===== config.mk =====
export PLATFORM = sky130hd
export DESIGN_NAME = fnj_isqrt
export DESIGN_NICKNAME = d
export VERILOG_FILES = /design/src/sv/fnj_isqrt.sv
export SDC_FILE = /design/constraint.sdc
export NUM_CORES = 2
export LEC_CHECK = 0
export ABC_CLOCK_PERIOD_IN_PS = 4100
export BUFFER_PORTS_ARGS = -buffer_cell sky130_fd_sc_hd__buf_4
export CAP_MARGIN = 5
export CORE_UTILIZATION = 64
export CTS_BUF_LIST = sky130_fd_sc_hd__clkbuf_4 sky130_fd_sc_hd__clkbuf_8 sky130_fd_sc_hd__clkbuf_16
export DETAILED_ROUTE_END_ITERATION = 16
export GPL_TIMING_DRIVEN = 0
export PLACE_DENSITY = 0.8
export SYNTH_ARGS = -nofsm -noshare
export SYNTH_HDL_FRONTEND = slang
export SYNTH_MEMORY_MAX_BITS = 65536
export SYNTH_SLANG_ARGS = --single-unit

===== constraint.sdc =====
create_clock -name clk -period 4.1 [get_ports clk]
set_input_delay 0.205 -clock clk [delete_from_list [all_inputs] [get_ports clk]]
set_output_delay 0.205 -clock clk [all_outputs]
set_load 0.05 [all_outputs]

===== src/sv/fnj_isqrt.sv =====
// Pipelined integer square root, one root bit per stage.
module fnj_isqrt
#(
    parameter int ROOT_W = 32,
    parameter int SIDE_W = 1
)
(
    input  logic                  clk,
    input  logic                  rst_n,
    input  logic                  ce,
    input  logic                  in_valid,
    input  logic [2*ROOT_W-1:0]   in_rad,
    input  logic [SIDE_W-1:0]     in_side,
    output logic                  out_valid,
    output logic [ROOT_W-1:0]     out_root,
    output logic [SIDE_W-1:0]     out_side
);

    localparam int RAD_W = 2 * ROOT_W;
    localparam int REM_W = ROOT_W + 2;

    logic              vld_reg  [ROOT_W];
    logic [RAD_W-1:0]  rad_reg  [ROOT_W];
    logic [REM_W-1:0]  rem_reg  [ROOT_W];
    logic [ROOT_W-1:0] root_reg [ROOT_W];
    logic [SIDE_W-1:0] side_reg [ROOT_W];

    for (genvar k = 0; k < ROOT_W; k++)
    begin : g_step
        logic              vld_in;
        logic [RAD_W-1:0]  rad_in;
        logic [REM_W-1:0]  rem_in;
        logic [ROOT_W-1:0] root_in;
        logic [SIDE_W-1:0] side_in;
        logic [REM_W+1:0]  rem_sh;
        logic [REM_W+1:0]  trial;
        logic              take;

        if (k == 0)
        begin : g_first
            assign vld_in  = in_valid;
            assign rad_in  = in_rad;
            assign rem_in  = '0;
            assign root_in = '0;
            assign side_in = in_side;
        end
        else
        begin : g_next
            assign vld_in  = vld_reg[k-1];
            assign rad_in  = rad_reg[k-1];
            assign rem_in  = rem_reg[k-1];
            assign root_in = root_reg[k-1];
            assign side_in = side_reg[k-1];
        end

        assign rem_sh = {rem_in, rad_in[RAD_W-1 -: 2]};
        assign trial  = {2'b00, root_in, 2'b01};
        assign take   = (rem_sh >= trial);

        always_ff @(posedge clk or negedge rst_n)
        begin
            if (!rst_n)
            begin
                vld_reg[k] <= 1'b0;
            end
            else if (ce)
            begin
                vld_reg[k] <= vld_in;
            end
        end

        always_ff @(posedge clk)
        begin
            if (ce)
            begin
                rad_reg[k]  <= rad_in << 2;
                rem_reg[k]  <= take ? REM_W'(rem_sh - trial) : rem_sh[REM_W-1:0];
                root_reg[k] <= {root_in[ROOT_W-2:0], take};
                side_reg[k] <= side_in;
            end
        end
    end

    assign out_valid = vld_reg[ROOT_W-1];
    assign out_root  = root_reg[ROOT_W-1];
    assign out_side  = side_reg[ROOT_W-1];

endmodule


==> run metrics <==
status=completed; Via Count=roughly 76,000; Yosys warning count=0; Post-synth EDFFs=between 2,000 and 3,000; die area=about 190,000 µm²; fraction of the mapped netlist area in adder cells=5.85%; Leak=roughly 0.052 µW; detailed placer's ending HPWL=183,000 µm; pin count of the biggest net entering global routing=between 200 and 250; minimum clock period=slightly above 4 ns; max-cap violations=0; Tcrit/Tclk final=99.5%; Simple-Gate Fraction of Synth Area=around a tenth; HP Class=in -> reg; average routed wire per standard cell=22.3 µm; I/O Buffers=approximately 100; CTS Buf Count=around 280; initial antenna violation count=2; post-synth net total=slightly below 10,000; GR met3 Demand/Resource=under 10%; Post-Place Worst Slack=-1.22 ns; Fillers=between 10,000 and 15,000; clk slew on worst S/H paths=around 0.07 ns; TritonRoute pass-1 iters=8; Netlist cell types=87; grt met2 use=approximately half; Starting DRT DRC Count=between 7,000 and 8,000; Worst setup EP type=flip-flop; Fmax=approximately 250 MHz; compound-gate portion of the synthesized area=under 10%; Longest Clk Path Bufs=4; GRT met1 Usage=between 30% and 40%; Rel. slew slack=about a fifth; Worst R2R Setup Slack=~0.020 ns; first-pass GRT wire length=~430,000 µm; measured slew at the worst slew-check pin=~1.2 ns; io pins=103; worst setup margin=0.0204 ns; final setup fails=0; Final Non-Filler Cells=about 12,000; depth of the CTS H-tree=5; max reg flops=1,003; final setup TNS=0 ns; crit path DAT=around 4.7 ns; Peak VDD IR=0.000583 V; drt total wl=between 200,000 and 300,000 µm; Initial Util=between 60% and 70%; number of max-slew violations in the final report=0; row cnt=~160; fraction of registers with async set/reset=under 10%; CP Launch Point=rem_reg[0][79]; Power Dens Cells=566 nW/µm²; share of cells above drive strength 1=between 7 and 8%; Area growth syn-to-layout=12.3%; worst reg2reg path endpoint=rem_reg[0][133]; Hold WS=~0.037 ns; placer's final routability congestion estimate=0.925; synthesized netlist cell count=~9,000; R2R depth=11; Top FF cell, synth=edfxtp_1; number of global-route vias before repair=about 75,000; Worst-Skew Late Latency=between 0.9 and 1 ns; synthesized cell area=between 100,000 and 150,000 µm²; gr usage total=just under 30%; TritonCTS clock tree=yes; Seq cells post-synth=2,587; endpoints failing hold=0; Core Footprint=approximately 190,000 µm²; main combinational cell family by area after synthesis=simple AND/OR/NAND/NOR gates; Setup CP Type=reg -> reg; syn_area_per_cell=around 13 µm²; Clock Sinks=approximately 2,600; Cell Count Post-Placement=roughly 12,000; CP Capture Point=rem_reg[0][133]; Design Power=between 70,000 and 80,000 µW; multiplexer share of the synthesized area=around 1%; ANT nets after route=0; Root Buffer=clkbuf_16; Post-route DRC=0; die width=435 µm; NumNets Final=10,400; worst endpoint required time=around 4.7 ns; Critical Path Start Type=flip-flop; global route overflow=0; Post-Synth XOR/XNOR Area=between 6 and 7%; die height=435 µm; vias per inst=between 6 and 7; Clock Skew=approximately 0.076 ns; RR Startpoint=rem_reg[0][79]; register area share after synthesis=64.5%; most used routing layer=met2; Worst Path Max Fanout=8
[report_power, final]
| part | leakage (µW) | total, µW | internal (µW) | switching (µW) |
|---|---|---|---|---|
| logic | 0.0224 | 15800 | 6430 | 9360 |
| clock network | 0.00436 | 24600 | 14600 | 10100 |
| registers | 0.0250 | 35800 | 33500 | 2370 |
| total | 0.0517 | 76300 | 54500 | 21800 |
[cells in the mapped netlist, drive strengths merged, types with 58 or more instances]
library cell | instances | area [µm²]
o31ai | 58 | 435
clkbuf | 177 | 664
xor2 | 434 | 3800
nand2 | 596 | 2240
mux2 | 97 | 1090
or3 | 97 | 612
nor2b | 86 | 538
nand2b | 121 | 759
nand4 | 107 | 669
inv | 700 | 2630
o21ai | 466 | 2330
a211oi | 58 | 435
nor4 | 133 | 862
xnor2 | 411 | 3600
o21a | 97 | 728
a21oi | 592 | 2970
a21o | 235 | 1760
edfxtp | 2555 | 76700
or4 | 64 | 488
nor2 | 587 | 2200
nor3 | 221 | 1110
ha | 562 | 7030
nand3 | 157 | 786
[cells by family (layout without fill, tap and decap cells)]
kind of cell    Yosys count  count (layout)
compound gates         1877            1877
xor+xnor                845             845
fa+ha+maj               562             562
buf+inv                 900            1609
flops                  2587            2587
mux                     108             108
other cells               1               3
simple gates           2395            2395
[routing by layer]
layer | part of all wire [%] | wire, µm
met3 | 5.5 | 15400
met2 | 50 | 139000
met5 | 0.0040 | 11
met4 | 4.2 | 11800
met1 | 40 | 112000
[cells in the final DEF (no fill, tap or decap), types with 86 or more instances in the layout]
cell type and n:
nor2b_1 86, inv_1 699, xor2_1 434, dlygate4sd3_1 125
nor2_1 586, xnor2_1 411, nor3_1 219, a21oi_1 587
nor4_1 126, nand2_1 595, clkbuf_16 289, nand4_1 107
clkbuf_1 148, o21ai_0 459, buf_4 114, o21a_1 97
ha_1 562, nand3_1 157, a21o_1 235, or3_1 96
nand2b_1 120, edfxtp_1 2555, mux2_2 97
[layout make-up]
class                   instances  area, µm²  share of cell area [%]
flip-flops and latches       2587      77500                    57.5
inverters                     701       2630                    1.95
clock inverters               133       1280                   0.947
plain buffers                 192        772                   0.573
clock buffers                 329       7530                    5.59
well taps                    2480       3100                    2.30
diodes                          2       5.00                 0.00371
repair buffers                254       2530                    1.88
multi-input cells            5788      39500                    29.3
[worst min path at each step]
stage / slack (ns) / from / depth (start not counted) / to
6_report: 0.04 / in_rad[8] / 2 / rad_reg[0][8]
5_1_grt: 0.002 / in_rad[50] / 2 / rad_reg[0][50]
3_5_place_dp: 0.16 / rst_n / 1 / out_valid
4_1_cts: 0.0001 / in_rad[8] / 2 / rad_reg[0][8]
2_1_floorplan: -0.09 / rst_n / 0 / g_step[10].vld_in
3_3_place_gp: 0.14 / rst_n / 1 / out_valid
[critical path, cell delays in order, from the launching register on]
cell and delay (ns):
edfxtp_1 0.48, or4_4 0.57, nor4_4 0.34, and2_1 0.24, a311oi_1 0.21, a311o_1 0.48
or4_1 0.47, buf_2 0.21, or2_1 0.21, buf_2 0.17, nor4b_4 0.26, xor2_1 0.10
[per-stage QoR]
| stage | area (µm²) | util (%) |
|---|---|---|
| after floorplan | 120000 | - |
| final | 135000 | 72.6 |
| after global routing | 135000 | 72.6 |
| after global placement | 124000 | 66.7 |
| after CTS | 135000 | 72.4 |
| after detailed placement | 124000 | 66.9 |
[repair_timing]
item | CTS | global route
setup endpoints to repair | 181 | 257
pin swaps | 0 | 7
resized for setup | 33 | 62
gates cloned | 0 | 0
hold buffers | 126 | 0
buffers inserted | 0 | 12
hold endpoints to repair | 211 | 0
(Power assumes the default switching activity.)
